`config.mk`:
```
export PLATFORM = sky130hd
export DESIGN_NAME = cvmb_out_queue
export DESIGN_NICKNAME = d
export VERILOG_FILES = /design/src/rtl/cvmb_pkg.sv /design/src/rtl/cvmb_out_queue.sv
export SDC_FILE = /design/constraint.sdc
export NUM_CORES = 1
export LEC_CHECK = 0
export ABC_AREA = 1
export BUFFER_PORTS_ARGS = -buffer_cell sky130_fd_sc_hd__buf_4
export CORE_MARGIN = 4
export CORE_UTILIZATION = 35
export CTS_CLUSTER_DIAMETER = 120
export DETAILED_ROUTE_END_ITERATION = 12
export SYNTH_ARGS = -nofsm -noshare
export SYNTH_HDL_FRONTEND = slang
export SYNTH_SLANG_ARGS = --single-unit
```
`constraint.sdc`:
```
create_clock -name clk_i -period 22.8 [get_ports clk_i]
set_input_delay 2.28 -clock clk_i [delete_from_list [all_inputs] [get_ports clk_i]]
set_output_delay 2.28 -clock clk_i [all_outputs]
set_load 0.005 [all_outputs]
```
`src/rtl/cvmb_pkg.sv`:
```
// Shared widths, item types and pipeline carry types for the camera view matrix builder.
// No dependencies; every module of the block imports this package.
`default_nettype none

package cvmb_pkg;

  localparam int unsigned WORD_W  = 32;            // Q16.16 port word
  localparam int unsigned FRAC_W  = 16;
  localparam int unsigned AXES    = 3;
  localparam int unsigned VEC_W   = 64;            // normalizer input component
  localparam int unsigned UNIT_W  = 18;            // signed unit component, |v| <= 1.0
  localparam int unsigned MAG_W   = 31;            // scaled magnitude, msb at bit 30
  localparam int unsigned SH_W    = 6;             // bit position in a VEC_W word
  localparam int unsigned BYTE_W  = 8;
  localparam int unsigned GRP_N   = VEC_W / BYTE_W;
  localparam int unsigned GRP_W   = 3;
  localparam int unsigned BIT_W   = 3;
  localparam int unsigned ROOT_W  = VEC_W / 2;
  localparam int unsigned REM_W   = ROOT_W + 4;
  localparam int unsigned NSH_W   = FRAC_W + 1;    // numerator scale and quotient bits
  localparam int unsigned DEN_W   = ROOT_W + 1;
  localparam int unsigned NUM_W   = MAG_W + NSH_W + 1;
  localparam int unsigned DREM_W  = DEN_W + 1;
  localparam int unsigned XP_W    = UNIT_W + WORD_W;
  localparam int unsigned YP_W    = 2 * UNIT_W;
  localparam int unsigned RW_W    = YP_W + 1;
  localparam int unsigned RN_W    = 20;
  localparam int unsigned DP_W    = 54;
  localparam int unsigned PTR_W   = 2;
  localparam int unsigned FIFO_DEPTH = 1 << PTR_W;
  localparam int unsigned CNT_W   = PTR_W + 1;

  localparam logic [SH_W-1:0] MSB_TGT = SH_W'(MAG_W - 1);

  typedef logic [AXES-1:0][WORD_W-1:0] vec3_t;
  typedef logic [AXES-1:0][VEC_W-1:0]  wide3_t;
  typedef logic [AXES-1:0][UNIT_W-1:0] unit3_t;
  typedef logic [AXES-1:0][MAG_W-1:0]  mag3_t;

  typedef struct packed {
    vec3_t right;
    vec3_t fwd;
    vec3_t pos;
  } in_item_t;

  typedef struct packed {
    vec3_t right;
    vec3_t up;
    vec3_t fwd;
    vec3_t trans;   // right, up, forward translations
  } res_item_t;

  typedef struct packed {
    vec3_t a;
    vec3_t pos;
  } side_t;

  typedef struct packed {
    logic            vld;
    logic            zero;
    logic [AXES-1:0] neg;
    mag3_t           mag;
    side_t           side;
  } nrm_ctl_t;

endpackage

`default_nettype wire

```
`src/rtl/cvmb_out_queue.sv`:
```
// Result queue of the camera view matrix builder: holds finished items for the pop side.
// Depends on cvmb_pkg.
`default_nettype none

module cvmb_out_queue
  import cvmb_pkg::*;
(
  input  logic      clk_i,
  input  logic      rst_ni,
  input  logic      push_i,
  input  res_item_t item_i,
  output logic      full_o,
  input  logic      pop_i,
  output logic      empty_o,
  output res_item_t item_o
);

  logic [PTR_W-1:0] wr_q, rd_q;
  logic [CNT_W-1:0] cnt_q;
  res_item_t        mem_q [FIFO_DEPTH];
  logic             do_push, do_pop;

  assign full_o  = (cnt_q == CNT_W'(FIFO_DEPTH));
  assign empty_o = (cnt_q == '0);
  assign do_push = push_i && !full_o;
  assign do_pop  = pop_i && !empty_o;
  assign item_o  = mem_q[rd_q];

  always_ff @(posedge clk_i or negedge rst_ni) begin
    if (!rst_ni) begin
      wr_q  <= '0;
      rd_q  <= '0;
      cnt_q <= '0;
    end else begin
      if (do_push) wr_q <= wr_q + PTR_W'(1);
      if (do_pop)  rd_q <= rd_q + PTR_W'(1);
      cnt_q <= cnt_q + CNT_W'(do_push) - CNT_W'(do_pop);
    end
  end

  always_ff @(posedge clk_i) begin
    if (do_push) mem_q[wr_q] <= item_i;
  end

endmodule

`default_nettype wire

```
==> impl_metrics.csv <==
group,metric,value,unit
status,status,"complete, no violations",
drt,drt_first_pass_iters,5,
global_routing,antenna_found_initial,33,
clocking,cts_setup_buffers,0,
clocking,cts.htree.levels,4,
die,die_area,0.1792,sq mm
global_routing,grt-ovfl-total,0,
die,start_util,35.19,%
placed_design,place.gp.congestion,0.7712,
synth,synth-seq-cells,1543,
drt,wl_per_cell,18.08,um
setup_path,r2r-end,"mem_q[3][185]$_DFFE_PP_",
synth,syn_avg_cell_area,12.26,sq um
setup_path,r2r_slack,17.49,ns
timing,hold_viol,0,
timing,drv_slew,0,
final_layout,area_delta_synth_final,21.78,%
die,coreArea,0.1715,sq mm
timing,setup_tns,0,ns
timing,slew_headroom,19.71,%
setup_path,worst-setup-path-type,"reg -> out",
drt,antenna_left,0,
final_layout,multi_input_area,0.01129,sq mm
synth,synthDistinctLibCells,18,
timing,fmax,109.8,MHz
setup_path,cp_data_arrival_time,6.83,ns
synth,syn_nets,5317,
worst_hold_path,hp-start,"cnt_q[0]$_DFF_PN0_",
final_layout,drive_above_1_share,18.12,%
placed_design,dp_hpwl,89870,um
timing,finClkSkew,0.02984,ns
power,cellPowerDensity,132.1,mW/mm^2
clocking,cts_tree,"done",
worst_hold_path,hold_path_end,"cnt_q[0]$_DFF_PN0_",
clocking,cts.repair.resized,0,
clocking,clk_path_buf_depth,3,
power,fin_total_pwr,0.009709,W
drt,vias,37038,
global_routing,grt_first_pass_wirelength,217300,um
timing,fin_crit,9.106,ns
timing,setup-violations-final,0,
drt,vias_per_cell,4.557,
clocking,clock-sinks,1543,
placed_design,portBuffers,773,
power,p_leak,28.65,nW
final_layout,final_common_cell,"edfxtp_1",
drt,route.final.wire_length,146900,um
die,pin_count,774,
clocking,cts_inserted_buffers,164,
drt,initialDrtViolationCount,2177,
setup_path,reg2reg_from,"cnt_q[1]$_DFF_PN0_",
synth,yosys_warnings,0,
global_routing,track_usage,15.88,%
clocking,clock_latency,0.80,ns
worst_hold_path,min_path_type,"reg -> reg",
setup_path,rr_worst_depth,8,
clocking,clkTransAtPathRegs,0.05,ns
die,fp.dieH,423.3,um
synth,syn_inst,4922,
flow_run,maxCapViolations,0,
synth,yosysSeqAreaShare,76.70,%
die,die_w,423.3,um
final_layout,fillers,15796,
setup_path,crit_fanout,112,
die,placement_rows,152,
final_layout,nNetsFinal,6049,
timing,finalCritPeriodShare,39.94,%
drt,drc,0,
setup_path,cp.required,20.52,ns
final_layout,final_cell_mix,"1,536 x edfxtp_1, 1,171 x nand2_1, 818 x buf_4",
synth,syn-cell-area,0.06036,sq mm
setup_path,cp-start-kind,"register",
power,vdd_drop_max,75.21,uV
clocking,postCtsHoldBufs,0,
clocking,clockRootBuffer,"clkbuf_16",
final_layout,register_area,0.04630,sq mm
worst_hold_path,hold_path_depth,1,
global_routing,grt_pass1_vias,34785,
timing,rsz0062_at_grt,"no",
timing,tightest_slew,1.204,ns
global_routing,grt_start_max_net_pins,181,
setup_path,cp-end-kind,"output pin",
==> flip-flops by register name, summed over array words and instances (netlist names) <==
register,count
wr_q,2
cnt_q,3
mem_q,1536
rd_q,2
==> worst max-delay path, cell delays in order (launching register included) <==
cell and delay [ns]:
dfrtp_4 0.89, buf_4 0.96, buf_4 0.86, buf_4 0.88, buf_4 0.89, buf_4 0.62, nor2_1 0.11, nor2_1 0.10
o21ai_0 0.10, nand2_1 0.14, buf_4 0.12
==> cell usage after synthesis <==
library cell / instances / area (sq um)
nand3b_1: 1 / 7.510
o21ai_0: 571 / 2858
nor2_1: 773 / 2902
dfrtp_1: 7 / 175.2
inv_1: 398 / 1494
fa_1: 1 / 20.02
clkinv_1: 1 / 3.750
o21ai_1: 197 / 986.0
ha_1: 6 / 75.07
buf_2: 11 / 55.05
buf_6: 3 / 33.78
buf_4: 81 / 608.1
clkbuf_1: 146 / 548.0
edfxtp_1: 1536 / 46120
inv_2: 1 / 3.750
nand2_1: 1171 / 4395
nand3_1: 4 / 20.02
buf_1: 14 / 52.55
==> metal layers <==
metal  vias to the layer above  GRT usage [%]  routed length [um]
li1                      18141              -                   -
met1                     17849          18.34               57500
met2                       794          27.69               75530
met3                       246          4.215                8419
met4                         8          6.980                5442
met5                         -              0                  57
==> stage by stage <==
stage / utilization (%) / cells / cell area (sq um) / hold slack [ns] / setup WS, ns
after floorplan: - / 4922 / 60360 / 0.4489 / 3.346
after global placement: 39.76 / 7798 / 68200 / 0.4954 / 14.60
after detailed placement: 39.76 / 7798 / 68200 / 0.4970 / 14.50
after CTS: 42.81 / 8099 / 73430 / 0.5091 / 13.61
after global routing: 42.84 / 8120 / 73490 / 0.5337 / 13.06
final: 42.85 / 8128 / 73510 / 0.5024 / 13.69
==> how the worst max path moves through the flow <==
stage                                   start                    end  slack [ns]  cells past startpoint
after floorplan                        push_i  mem_q[0][0]$_DFFE_PP_        3.35                      2
final                     rd_q[0]$_DFFE_PN0P_            item_o[218]       13.69                     10
after CTS                 rd_q[0]$_DFFE_PN0P_            item_o[218]       13.61                     10
after detailed placement  rd_q[0]$_DFFE_PN0P_            item_o[218]       14.50                     10
after global placement    rd_q[0]$_DFFE_PN0P_            item_o[203]       14.60                     10
after global routing      rd_q[0]$_DFFE_PN0P_            item_o[218]       13.06                     10
==> logic make-up (layout without fill, tap and decap cells) <==
family          Yosys count  in the layout  share of synthesized area [%]
flops                  1543           1543                          76.70
compound gates          768            768                          6.368
fa+ha+maj                 7              7                         0.1575
buf+inv                 655           1522                          4.637
other cells               0             29                              0
simple gates           1949           1949                          12.13
==> power by group <==
group          switching, W  internal [W]  leakage [nW]
registers          0.000117       0.00373          14.2
clock network       0.00109       0.00148          2.55
logic               0.00211       0.00118          11.9
==> final cells by class <==
class | instances | area share, %
Inverter | 400 | 2.063
Antenna cell | 29 | 0.09873
Sequential cell | 1543 | 62.99
Multi-Input combinational cell | 2724 | 15.36
Tap cell | 2310 | 3.932
Clock inverter | 97 | 1.210
Timing Repair Buffer | 821 | 8.436
Clock buffer | 204 | 5.903
No activity file was read; power rests on OpenSTA's default activity.
