--- src/rtl/cvmb_pkg.sv ---
// Shared widths, item types and pipeline carry types for the camera view matrix builder.
// No dependencies; every module of the block imports this package.
`default_nettype none

package cvmb_pkg;

  localparam int unsigned WORD_W  = 32;            // Q16.16 port word
  localparam int unsigned FRAC_W  = 16;
  localparam int unsigned AXES    = 3;
  localparam int unsigned VEC_W   = 64;            // normalizer input component
  localparam int unsigned UNIT_W  = 18;            // signed unit component, |v| <= 1.0
  localparam int unsigned MAG_W   = 31;            // scaled magnitude, msb at bit 30
  localparam int unsigned SH_W    = 6;             // bit position in a VEC_W word
  localparam int unsigned BYTE_W  = 8;
  localparam int unsigned GRP_N   = VEC_W / BYTE_W;
  localparam int unsigned GRP_W   = 3;
  localparam int unsigned BIT_W   = 3;
  localparam int unsigned ROOT_W  = VEC_W / 2;
  localparam int unsigned REM_W   = ROOT_W + 4;
  localparam int unsigned NSH_W   = FRAC_W + 1;    // numerator scale and quotient bits
  localparam int unsigned DEN_W   = ROOT_W + 1;
  localparam int unsigned NUM_W   = MAG_W + NSH_W + 1;
  localparam int unsigned DREM_W  = DEN_W + 1;
  localparam int unsigned XP_W    = UNIT_W + WORD_W;
  localparam int unsigned YP_W    = 2 * UNIT_W;
  localparam int unsigned RW_W    = YP_W + 1;
  localparam int unsigned RN_W    = 20;
  localparam int unsigned DP_W    = 54;
  localparam int unsigned PTR_W   = 2;
  localparam int unsigned FIFO_DEPTH = 1 << PTR_W;
  localparam int unsigned CNT_W   = PTR_W + 1;

  localparam logic [SH_W-1:0] MSB_TGT = SH_W'(MAG_W - 1);

  typedef logic [AXES-1:0][WORD_W-1:0] vec3_t;
  typedef logic [AXES-1:0][VEC_W-1:0]  wide3_t;
  typedef logic [AXES-1:0][UNIT_W-1:0] unit3_t;
  typedef logic [AXES-1:0][MAG_W-1:0]  mag3_t;

  typedef struct packed {
    vec3_t right;
    vec3_t fwd;
    vec3_t pos;
  } in_item_t;

  typedef struct packed {
    vec3_t right;
    vec3_t up;
    vec3_t fwd;
    vec3_t trans;   // right, up, forward translations
  } res_item_t;

  typedef struct packed {
    vec3_t a;
    vec3_t pos;
  } side_t;

  typedef struct packed {
    logic            vld;
    logic            zero;
    logic [AXES-1:0] neg;
    mag3_t           mag;
    side_t           side;
  } nrm_ctl_t;

endpackage

`default_nettype wire

--- src/rtl/cvmb_front.sv ---
// Input queue of the camera view matrix builder: takes items from the push side.
// Depends on cvmb_pkg.
`default_nettype none

module cvmb_front
  import cvmb_pkg::*;
(
  input  logic     clk_i,
  input  logic     rst_ni,
  input  logic     push_i,
  input  in_item_t item_i,
  output logic     full_o,
  input  logic     pop_i,
  output logic     vld_o,
  output in_item_t item_o
);

  logic [PTR_W-1:0] wr_q, rd_q;
  logic [CNT_W-1:0] cnt_q;
  in_item_t         mem_q [FIFO_DEPTH];
  logic             do_push, do_pop;

  assign full_o  = (cnt_q == CNT_W'(FIFO_DEPTH));
  assign vld_o   = (cnt_q != '0);
  assign do_push = push_i && !full_o;
  assign do_pop  = pop_i && vld_o;
  assign item_o  = mem_q[rd_q];

  always_ff @(posedge clk_i or negedge rst_ni) begin
    if (!rst_ni) begin
      wr_q  <= '0;
      rd_q  <= '0;
      cnt_q <= '0;
    end else begin
      if (do_push) wr_q <= wr_q + PTR_W'(1);
      if (do_pop)  rd_q <= rd_q + PTR_W'(1);
      cnt_q <= cnt_q + CNT_W'(do_push) - CNT_W'(do_pop);
    end
  end

  always_ff @(posedge clk_i) begin
    if (do_push) mem_q[wr_q] <= item_i;
  end

endmodule

`default_nettype wire

--- config.mk ---
export PLATFORM = sky130hd
export DESIGN_NAME = cvmb_front
export DESIGN_NICKNAME = d
export VERILOG_FILES = /design/src/rtl/cvmb_pkg.sv /design/src/rtl/cvmb_front.sv
export SDC_FILE = /design/constraint.sdc
export NUM_CORES = 1
export LEC_CHECK = 0
export BUFFER_PORTS_ARGS = -buffer_cell sky130_fd_sc_hd__clkbuf_2
export CAP_MARGIN = 20
export CORE_MARGIN = 4
export CORE_UTILIZATION = 24
export DETAILED_ROUTE_END_ITERATION = 7
export SLEW_MARGIN = 0
export SYNTH_ARGS = -nofsm -noshare
export SYNTH_HDL_FRONTEND = slang
export SYNTH_SLANG_ARGS = --single-unit
--- constraint.sdc ---
create_clock -name clk_i -period 13 [get_ports clk_i]
set_clock_uncertainty 0.15 [all_clocks]
set_input_delay 0.65 -clock clk_i [delete_from_list [all_inputs] [get_ports clk_i]]
set_output_delay 0.65 -clock clk_i [all_outputs]
set_load 0.02 [all_outputs]
==> flow_summary_export.csv, run 1 <==
group,metric,value,unit
status,status,"finished clean",
routing,antenna_left,0,
clock_tree,path_clk_slew,0.06,ns
routing,drt-vias-per-instance,3.99,
setup_path,crit_cells,5,
clock_tree,cts_root_buf,"clkbuf_16",
logic_synthesis,avgSynthCellArea,27.1,µm²
global_routing,grt_usage,0.105,
setup_path,crit_slowest_cell,"buf_4",
setup_path,crit_buf_inv,4,
sta,fmax,183,MHz
setup_path,crit_family,"buffers and inverters",
cells_and_area,nets,2793,
sta,hold_violations,0,
sta,slew_viol_final,0,
logic_synthesis,synth_nets,1843,
floorplan,io_pins,582,
sta,grt_setup_unrepaired,"false",
floorplan,initial_core_util,0.241,
clock_tree,cts_tree,"yes",
setup_path,critPathMaxStageDelay,0.82,ns
setup_path,r2r_slack,9.16,ns
sta,relSlewSlack,0.251,
pwr,ir_worst_vdd,0.162,mV
clock_tree,cts_buffers,117,
logic_synthesis,synth_area,41900,µm²
setup_path,r2r.worst_path.cells,4,
routing,drc,0,
setup_path,worstPathArrival,4.66,ns
routing,drtIter0Drc,1274,
setup_path,endpoint,"item_o[11]",
logic_synthesis,ys.flop_type,"edfxtp_1",
floorplan,core,174000,µm²
logic_synthesis,synth_seq_cells,1159,
floorplan,fp.dieW,426,µm
setup_path,crit_required,12.20,ns
worst_hold_path,hp-class,"in2reg",
placement,port_buffers,581,
logic_synthesis,synth_top_area_share,0.825,
global_routing,grt_max_degree,134,
floorplan,fp.dieH,426,µm
sta,worst_slew_pin_slew,1.12,ns
routing,num_vias,19700,
setup_path,crit_path_frequent_cell,"buf_4",
setup_path,crit_chain,"buf_4, buf_4, buf_4, mux4_2, clkbuf_2",
global_routing,grt_pass1_wl,142000,µm
logic_synthesis,yosys_warnings,0,
sta,finalCritPeriodShare,0.420,
logic_synthesis,synth_most_common_cell,"edfxtp_1",
sta,setup_tns,0,ns
sta,finalWorstPathRequiredPeriod,5.46,ns
clock_tree,clock_latency,0.74,ns
routing,wl_per_cell,19.9,µm
setup_path,crit_fanout,59,
clock_tree,cts.sinks,1159,
logic_synthesis,synthCells,1544,
logic_synthesis,synth_top_area_cell,"edfxtp_1",
setup_path,reg2reg_to,"mem_q[0][0]$_DFFE_PP_",
logic_synthesis,async_flop_share,0.00604,
logic_synthesis,synth-edff-count,1152,
cells_and_area,layout-drive-gt1-share,0.409,
floorplan,die_area,181000,µm²
routing,dr.pass1.iters,5,
routing,finalWirelength,97900,µm
clock_tree,htreeDepth,3,
placement,dpl.hpwl,62600,µm
placement,gp_congestion,0.735,
global_routing,grt_pass1_vias,21400,
setup_path,setup.worst_path.end_class,"primary output",
clock_tree,cts.path.max_buffers,3,
pwr,powerDensity,226,nW/µm²
run,cap_viol_max_count,0,
floorplan,num_rows,153,
sta,setup_viol,0,
logic_synthesis,ys_types,21,
global_routing,grt-ovfl-total,0,
global_routing,antenna_found_initial,21,
logic_synthesis,yosysSeqAreaShare,0.829,
setup_path,crit_type,"reg2out",
setup_path,worst_setup_path_start_kind,"register",
setup_path,startpoint,"rd_q[1]$_DFFE_PN0P_",
logic_synthesis,synth_commonest_cells,"edfxtp_1, mux4_2, buf_2, buf_6, clkbuf_1",
setup_path,reg2reg_from,"cnt_q[2]$_DFF_PN0_",
pwr,p_leak,18.1,nW
cells_and_area,final_core_util,0.312,
cells_and_area,area_delta_synth_final,29.3,%
logic_synthesis,ys_top_cells_by_area,"edfxtp_1, mux4_2, buf_2",
[power breakdown]
part           total, W  switching, W  internal [W]
registers       0.00513      0.000202       0.00493
logic           0.00392       0.00244       0.00148
clock network   0.00319       0.00139       0.00180
total            0.0122       0.00403       0.00821
[placed cells by master (no fill, tap or decap)]
| cell | instances |
|---|---|
| and3b_4 | 4 |
| buf_12 | 3 |
| buf_16 | 1 |
| buf_4 | 23 |
| bufinv_16 | 7 |
| clkbuf_1 | 31 |
| clkbuf_16 | 117 |
| clkbuf_2 | 581 |
| clkinv_1 | 25 |
| clkinv_16 | 4 |
| clkinv_2 | 17 |
| clkinv_4 | 1 |
| clkinv_8 | 1 |
| clkinvlp_4 | 5 |
| dfrtp_1 | 5 |
| dfrtp_4 | 2 |
| diode_2 | 16 |
| dlygate4sd3_1 | 287 |
| edfxtp_1 | 1152 |
| fa_1 | 1 |
| ha_1 | 6 |
| inv_1 | 5 |
| inv_6 | 6 |
| mux4_2 | 288 |
| nand2_1 | 1 |
| nand2b_1 | 4 |
| nand4bb_1 | 2 |
| nor3b_1 | 1 |
| o211ai_1 | 2 |
| o311ai_0 | 1 |
| o31a_1 | 1 |
| or3_1 | 1 |
| xnor2_1 | 3 |
| xor2_1 | 1 |
[metal layers]
layer,GRT usage,part of all wire,vias up
met3,0.0277,0.051,191
li1,-,-,8702
met5,0,0,-
met1,0.115,0.36,10300
met4,0.0527,0.048,0
met2,0.189,0.54,466
[worst min path at each step]
stage               slack (ns)         from                 endpoint  depth (start not counted)
finish                    0.09  item_i[105]  mem_q[3][105]$_DFFE_PP_                          1
global route              0.06  item_i[105]  mem_q[3][105]$_DFFE_PP_                          1
CTS                       0.01        pop_i      rd_q[1]$_DFFE_PN0P_                          3
detailed placement        0.38       rst_ni      rd_q[1]$_DFFE_PN0P_                          1
global placement          0.37       rst_ni      rd_q[1]$_DFFE_PN0P_                          1
floorplan                 0.20       rst_ni       cnt_q[0]$_DFF_PN0_                          0
[cell type report]
type                    count  area [µm²]
well taps                2325        2910
repair buffers            895        6040
inverters                   5        18.8
diodes                     16        40.0
fillers                 16800      120000
flip-flops and latches   1159       34800
clock inverters            66         624
multi-input cells         316        6760
clock buffers             148        3040
[kinds of logic (layout without fill, tap and decap cells)]
group | count (synthesis) | count (layout) | synth area share
flip-flops | 1159 | 1159 | 0.829
multiplexers | 288 | 288 | 0.155
buffers and inverters | 69 | 1114 | 0.00952
AND/OR/NAND/NOR | 13 | 13 | 0.00239
adder cells (fa/ha/maj) | 7 | 7 | 0.00227
AO/OA/AOI/OAI | 4 | 4 | 0.000776
XOR/XNOR | 4 | 4 | 0.000836
other | 0 | 16 | 0
[what timing repair did]
| item | CTS | global route |
|---|---|---|
| setup buffers | 0 | 0 |
| gates resized for setup | 0 | 0 |
| hold buffers | 287 | 0 |
| hold endpoints to repair | 1151 | 0 |
[registers in the layout, indices dropped and copies added, names as in the netlist]
| signal | count |
|---|---|
| cnt_q | 3 |
| wr_q | 2 |
| mem_q | 1152 |
| rd_q | 2 |
[metrics by stage]
step	instance area (µm²)	hold WS (ns)	setup slack, ns	instances	total power (W)
global placement	47600	0.375	8.20	4412	0.00915
floorplan	41900	0.204	4.77	1544	0.00795
detailed placement	47600	0.376	8.19	4412	0.00917
CTS	54100	0.0147	7.34	4913	0.0125
global route	54200	0.0562	7.28	4924	0.0128
finish	54200	0.0881	7.54	4930	0.0122
Note: power is estimated with default switching activity, not from simulation.
==> inputs of run 2 (changes only) <==
Clock period 13 ns to 4.75 ns, I/O delays scaled along.
==> run 2 against run 1 <==
Effect of this change: routed wire length grew 4.0%; via count is 1.9% higher; flip-flop and latch count unchanged; setup slack got worse by 6.1 ns; count of clock-buffer cells in the layout grew 3; sequential share of layout area decreased by 0.77 points; sequential power increased to 2.7 times the previous value; core utilization up 0.38 points.
==> flow_summary_export.csv, run 2 (synthesis gave the netlist of run 1 again) <==
group,metric,value,unit
setup_path,setup.worst_path.end_class,"primary output",
global_routing,grt_pass1_vias,21700,
cells_and_area,area_delta_synth_final,30.9,%
clock_tree,htreeDepth,3,
clock_tree,clock_latency,0.73,ns
pwr,swShare,0.333,
floorplan,num_rows,153,
setup_path,reg2reg_to,"cnt_q[2]$_DFF_PN0_",
sta,fmax,299,MHz
sta,relSlewSlack,0.339,
sta,worst_slew_pin_slew,0.992,ns
clock_tree,cts_buffers,120,
pwr,p_sw,0.0113,W
cells_and_area,layout-drive-gt1-share,0.406,
placement,dpl.hpwl,65700,µm
sta,grt_setup_unrepaired,"false",
clock_tree,cts_root_buf,"clkbuf_16",
routing,drt-vias-per-instance,4.04,
pwr,finalPower,0.0340,W
worst_hold_path,holdPathStages,2,
run,cap_viol_max_count,0,
setup_path,worst_setup_path_start_kind,"register",
pwr,seq_power_share,0.412,
setup_path,crit_fanout,68,
worst_hold_path,worstHoldStart,"item_i[99]",
pwr,p_int,0.0227,W
routing,drc,0,
sta,finalCritPeriodShare,0.704,
clock_tree,cts.path.max_buffers,3,
pwr,p_leak,18.4,nW
routing,wl_per_cell,20.5,µm
routing,dr.pass1.iters,4,
clock_tree,cts_resized,0,
placement,gp_congestion,0.746,
global_routing,grt-ovfl-total,0,
floorplan,initial_core_util,0.241,
cells_and_area,regMostFlops,"mem_q",
worst_hold_path,hp-class,"in2reg",
clock_tree,cts.sinks,1159,
global_routing,grt_usage,0.110,
pwr,comb_power_share,0.327,
routing,num_vias,20100,
setup_path,r2r_slack,1.92,ns
cells_and_area,final_common_cell,"edfxtp_1",
sta,slew_viol_final,0,
cells_and_area,nets,2841,
setup_path,reg2reg_from,"cnt_q[1]$_DFF_PN0_",
floorplan,die_area,181000,µm²
global_routing,grt_max_degree,107,
routing,finalWirelength,102000,µm
global_routing,grt-busiest-layer,"met2",
clock_tree,cts_tree,"yes",
worst_hold_path,holdPathEnd,"mem_q[1][99]$_DFFE_PP_",
floorplan,core,174000,µm²
sta,finalWorstPathRequiredPeriod,3.34,ns
cells_and_area,reg.largest.list,"mem_q x1152, cnt_q x3",
global_routing,grt_pass1_wl,148000,µm
setup_path,crit_required,4.36,ns
global_routing,antenna_found_initial,17,
floorplan,fp.dieH,426,µm
placement,port_buffers,581,
routing,antenna_left,0,
pwr,powerDensity,620,nW/µm²
status,status,"finished clean",
global_routing,met3_usage,0.0242,
sta,setup_viol,0,
cells_and_area,largest_reg_flops,1152,
pwr,ir_worst_vdd,0.424,mV
pwr,p_clk_frac,0.261,
global_routing,use_met1,0.121,
cells_and_area,final_cell_mix,"edfxtp_1, clkbuf_2, dlygate4sd3_1",
clock_tree,path_clk_slew,0.06,ns
global_routing,grt.met2_usage,0.194,
sta,finalWorstSetupSlack,1.41,ns
floorplan,io_pins,582,
setup_path,r2r.worst_path.cells,9,
sta,setup_tns,0,ns
setup_path,crit_type,"reg2out",
clock_tree,post-cts-setup-buffer-count,0,
routing,drtIter0Drc,1177,
sta,hold_violations,0,
placement,place_ws,1.85,ns
setup_path,worstPathArrival,2.96,ns
floorplan,fp.dieW,426,µm
-- run 2: repair_timing --
item                                    in CTS  in global routing
endpoints found under the setup margin       0                  0
hold buffers                               317                  0
hold endpoints to repair                  1167                  0
-- run 2: critical path, stage by stage (launching register included) --
cell	delay [ns]
dfrtp_4	0.80
buf_12	0.48
mux4_2	0.61
clkbuf_2	0.18
-- run 2: power groups by stage --
stage | Combinational [W] | Sequential, W | Clock (W)
after floorplan | 0.00717 | 0.0142 | 0
after global placement | 0.0112 | 0.0142 | 0
after detailed placement | 0.0112 | 0.0143 | 0
after CTS | 0.0115 | 0.0140 | 0.00913
after global routing | 0.0118 | 0.0142 | 0.00961
final | 0.0111 | 0.0140 | 0.00886
-- run 2: worst max-delay path by stage --
stage,start,end,slack (ns),cells past startpoint
floorplan,cnt_q[2]$_DFF_PN0_,mem_q[0][0]$_DFFE_PP_,-0.13,2
global placement,cnt_q[2]$_DFF_PN0_,mem_q[3][138]$_DFFE_PP_,1.90,3
detailed placement,cnt_q[2]$_DFF_PN0_,mem_q[1][48]$_DFFE_PP_,1.85,4
CTS,rd_q[0]$_DFFE_PN0P_,item_o[160],1.20,3
global route,rd_q[0]$_DFFE_PN0P_,item_o[160],1.12,3
finish,rd_q[0]$_DFFE_PN0P_,item_o[130],1.41,3
-- run 2: per-stage QoR --
step           std cells  hold WS [ns]  instance area (µm²)  utilization
5_1_grt             4970        0.0267                54900        0.316
3_3_place_gp        4428       -0.0574                47900        0.276
6_report            4971        0.0814                54900        0.316
4_1_cts             4960      0.000877                54800        0.316
2_1_floorplan       1544        -0.208                41900            -
3_5_place_dp        4428       -0.0560                47900        0.276
-- run 2: area by class of cell --
cell class | count | area (µm²)
tap | 2325 | 2910
fill | 16600 | 119000
clock buffer | 151 | 3120
timing repair buffer | 940 | 6650
sequential | 1159 | 34800
clock inverter | 64 | 612
inverter | 5 | 18.8
antenna | 11 | 27.5
multi-input combinational | 316 | 6760
-- run 2: per-layer routing --
| layer | vias up | share of wire |
|---|---|---|
| met5 | - | 0.00027 |
| met4 | 4 | 0.061 |
| met3 | 233 | 0.047 |
| met2 | 559 | 0.53 |
| met1 | 10500 | 0.36 |
| li1 | 8776 | - |
==> inputs of run 3 (changes only) <==
Settings changed: ABC_AREA set to 1.
Clock period 4.75 ns to 2.9 ns, I/O delays scaled along.
==> run 3 against run 2 <==
Effect of this change: flip-flop and latch count stayed put; hold slack worse by 0.025 ns; sequential power is 61% higher; via count is 53% higher; cell area is 13% higher; non-clock buffer count is 289 higher; sequential share of layout area is 7.1 points lower; final cell count is 51% higher; count of clock-buffer cells in the layout is 8 higher; critical endpoint is now item_o[206]; largest power group is now combinational cells.
==> flow_summary_export.csv, run 3 <==
group,metric,value,unit
status,status,"finished clean",
clock_tree,cts.sinks,1159,
sta,hold_violations,0,
run,cap_viol_max_count,0,
setup_path,endpoint,"item_o[206]",
setup_path,crit_buf_inv,3,
routing,drt-vias-per-instance,4.09,
routing,antenna_left,0,
placement,gp_congestion,0.753,
global_routing,grt_usage,0.120,
setup_path,crit_cells,6,
logic_synthesis,synth_area,45400,µm²
cells_and_area,fin_cells,7486,
global_routing,grt-ovfl-total,0,
setup_path,reg2reg_from,"cnt_q[1]$_DFF_PN0_",
setup_path,setup.worst_path.end_class,"primary output",
pwr,powerDensity,1010,nW/µm²
floorplan,io_pins,582,
global_routing,grt_max_degree,148,
setup_path,reg2reg_to,"cnt_q[2]$_DFF_PN0_",
setup_path,crit_type,"reg2out",
worst_hold_path,hp-class,"in2reg",
pwr,seq_power_share,0.361,
setup_path,r2r_slack,0.78,ns
cells_and_area,final_core_util,0.328,
global_routing,grt_pass1_wl,181000,µm
clock_tree,htreeDepth,4,
global_routing,antenna_found_initial,16,
setup_path,worstPathArrival,2.48,ns
routing,finalWirelength,122000,µm
logic_synthesis,synthCells,3706,
logic_synthesis,synth_commonest_cells,"edfxtp_1, nand2_1, nor2_1, inv_1, o21ai_1",
pwr,ir_worst_vdd,0.661,mV
routing,wl_met3,5380,µm
sta,setup_viol,0,
pwr,swShare,0.389,
logic_synthesis,synth_seq_cells,1159,
logic_synthesis,ys_top_cells_by_area,"edfxtp_1, nand2_1, nor2_1",
cells_and_area,seq_area,34800,µm²
floorplan,fp.dieW,443,µm
sta,setup_tns,0,ns
sta,finalWorstSetupSlack,0.129,ns
logic_synthesis,ys_types,16,
setup_path,crit_required,2.61,ns
sta,fmax,361,MHz
cells_and_area,fill_cells,18500,
sta,worst_slew_pin_slew,0.666,ns
setup_path,worst_setup_path_start_kind,"register",
logic_synthesis,synth_most_common_cell,"edfxtp_1",
cells_and_area,multi_input_area,8550,µm²
logic_synthesis,yosys_warnings,0,
routing,drt-met1-wl,46300,µm
cells_and_area,reg.largest.list,"mem_q x1152, cnt_q x3",
setup_path,crit_chain,"bufinv_16, buf_12, nor2_1, o21ai_1, nand2_1, clkbuf_2",
logic_synthesis,synth_top_area_cell,"edfxtp_1",
logic_synthesis,synth_nets,4005,
global_routing,grt_pass1_vias,30300,
cells_and_area,area_delta_synth_final,36.0,%
floorplan,die_area,196000,µm²
placement,dpl.hpwl,72800,µm
sta,finalWorstPathRequiredPeriod,2.77,ns
clock_tree,cts.path.max_buffers,3,
sta,finalCritPeriodShare,0.955,
placement,dp.cells,6669,
setup_path,r2r.worst_path.cells,11,
placement,placed_area,51600,µm²
setup_path,critPathMaxStageDelay,0.49,ns
pwr,p_int,0.0382,W
routing,routed.top_layer,"met4",
pwr,p_sw,0.0244,W
cells_and_area,largest_reg_flops,1152,
floorplan,fp.dieH,443,µm
setup_path,crit_family,"buffers and inverters",
setup_path,startpoint,"rd_q[1]$_DFFE_PN0P_",
pwr,p_clk_frac,0.245,
logic_synthesis,ys.flop_type,"edfxtp_1",
routing,wl_per_cell,16.3,µm
placement,port_buffers,581,
sta,grt_setup_unrepaired,"true",
logic_synthesis,synth-edff-count,1152,
clock_tree,clock_latency,0.75,ns
logic_synthesis,async_flop_share,0.00604,
setup_path,crit_fanout,84,
routing,dr.pass1.iters,5,
routing,num_vias,30700,
floorplan,num_rows,159,
cells_and_area,regMostFlops,"mem_q",
cells_and_area,design_area,61800,µm²
logic_synthesis,synth_top_area_share,0.762,
pwr,p_leak,24.1,nW
floorplan,initial_core_util,0.242,
sta,slew_viol_final,0,
clock_tree,cts_tree,"yes",
cells_and_area,nets,5179,
worst_hold_path,holdPathStages,2,
placement,place_ws,0.660,ns
routing,drc,0,
sta,relSlewSlack,0.556,
routing,met2_length,63500,µm
cells_and_area,final_common_cell,"edfxtp_1",
cells_and_area,final_cell_mix,"edfxtp_1, nand2_1, nor2_1",
routing,drtIter0Drc,1645,
clock_tree,cts_buffers,130,
setup_path,crit_slowest_cell,"dfrtp_2",
cells_and_area,layout-drive-gt1-share,0.173,
clock_tree,path_clk_slew,0.06,ns
logic_synthesis,yosysSeqAreaShare,0.765,
pwr,comb_power_share,0.394,
logic_synthesis,avgSynthCellArea,12.3,µm²
clock_tree,cts_root_buf,"clkbuf_16",
floorplan,core,188000,µm²
-- run 3: worst min path at each step --
stage                           start                       to  slack [ns]
after floorplan                rst_ni       cnt_q[0]$_DFF_PN0_       -0.30
after global placement         rst_ni      rd_q[0]$_DFFE_PN0P_       -0.16
after detailed placement       rst_ni      rd_q[1]$_DFFE_PN0P_       -0.15
after CTS                 item_i[281]  mem_q[0][281]$_DFFE_PP_       0.001
after global routing      item_i[132]  mem_q[0][132]$_DFFE_PP_        0.02
final                     item_i[132]  mem_q[1][132]$_DFFE_PP_        0.06
-- run 3: cell families (layout without fill, tap and decap cells) --
family / count (synthesis) / count (layout) / synth area share
buffers and inverters: 495 / 1764 / 0.0475
flip-flops: 1159 / 1159 / 0.765
AO/OA/AOI/OAI: 576 / 576 / 0.0635
AND/OR/NAND/NOR: 1469 / 1469 / 0.122
other: 0 / 16 / 0
adder cells (fa/ha/maj): 7 / 7 / 0.00209
-- run 3: timing repair --
action	CTS	global route
endpoints found under the setup margin	255	96
hold endpoints to repair	1230	0
hold buffers	557	0
resized for setup	20	56
cloned	7	4
buffers inserted	6	0
-- run 3: cell type report --
type / count / area share
Inverter: 305 / 0.0192
Timing Repair inverter: 3 / 0.000425
Antenna cell: 16 / 0.000648
Clock inverter: 68 / 0.00983
Timing Repair Buffer: 1229 / 0.163
Clock buffer: 159 / 0.0544
Sequential cell: 1159 / 0.563
Multi-Input combinational cell: 2052 / 0.138
Tap cell: 2495 / 0.0505
-- run 3: layer usage --
layer,track usage,vias to the layer above
met5,0,-
met4,0.0653,0
met3,0.0250,269
met2,0.216,764
met1,0.131,14700
li1,-,14900
-- run 3: stage by stage --
stage / power (W) / hold WS (ns)
final: 0.0626 / 0.0563
after global routing: 0.0665 / 0.0179
after CTS: 0.0632 / 0.00129
after detailed placement: 0.0462 / -0.153
after global placement: 0.0459 / -0.156
after floorplan: 0.0377 / -0.301
-- run 3: power by group through the flow --
stage	sequential [W]	combinational [W]	clock [W]
floorplan	0.0233	0.0144	0
global route	0.0228	0.0271	0.0166
detailed placement	0.0230	0.0231	0
global placement	0.0229	0.0230	0
CTS	0.0226	0.0247	0.0158
finish	0.0226	0.0247	0.0153
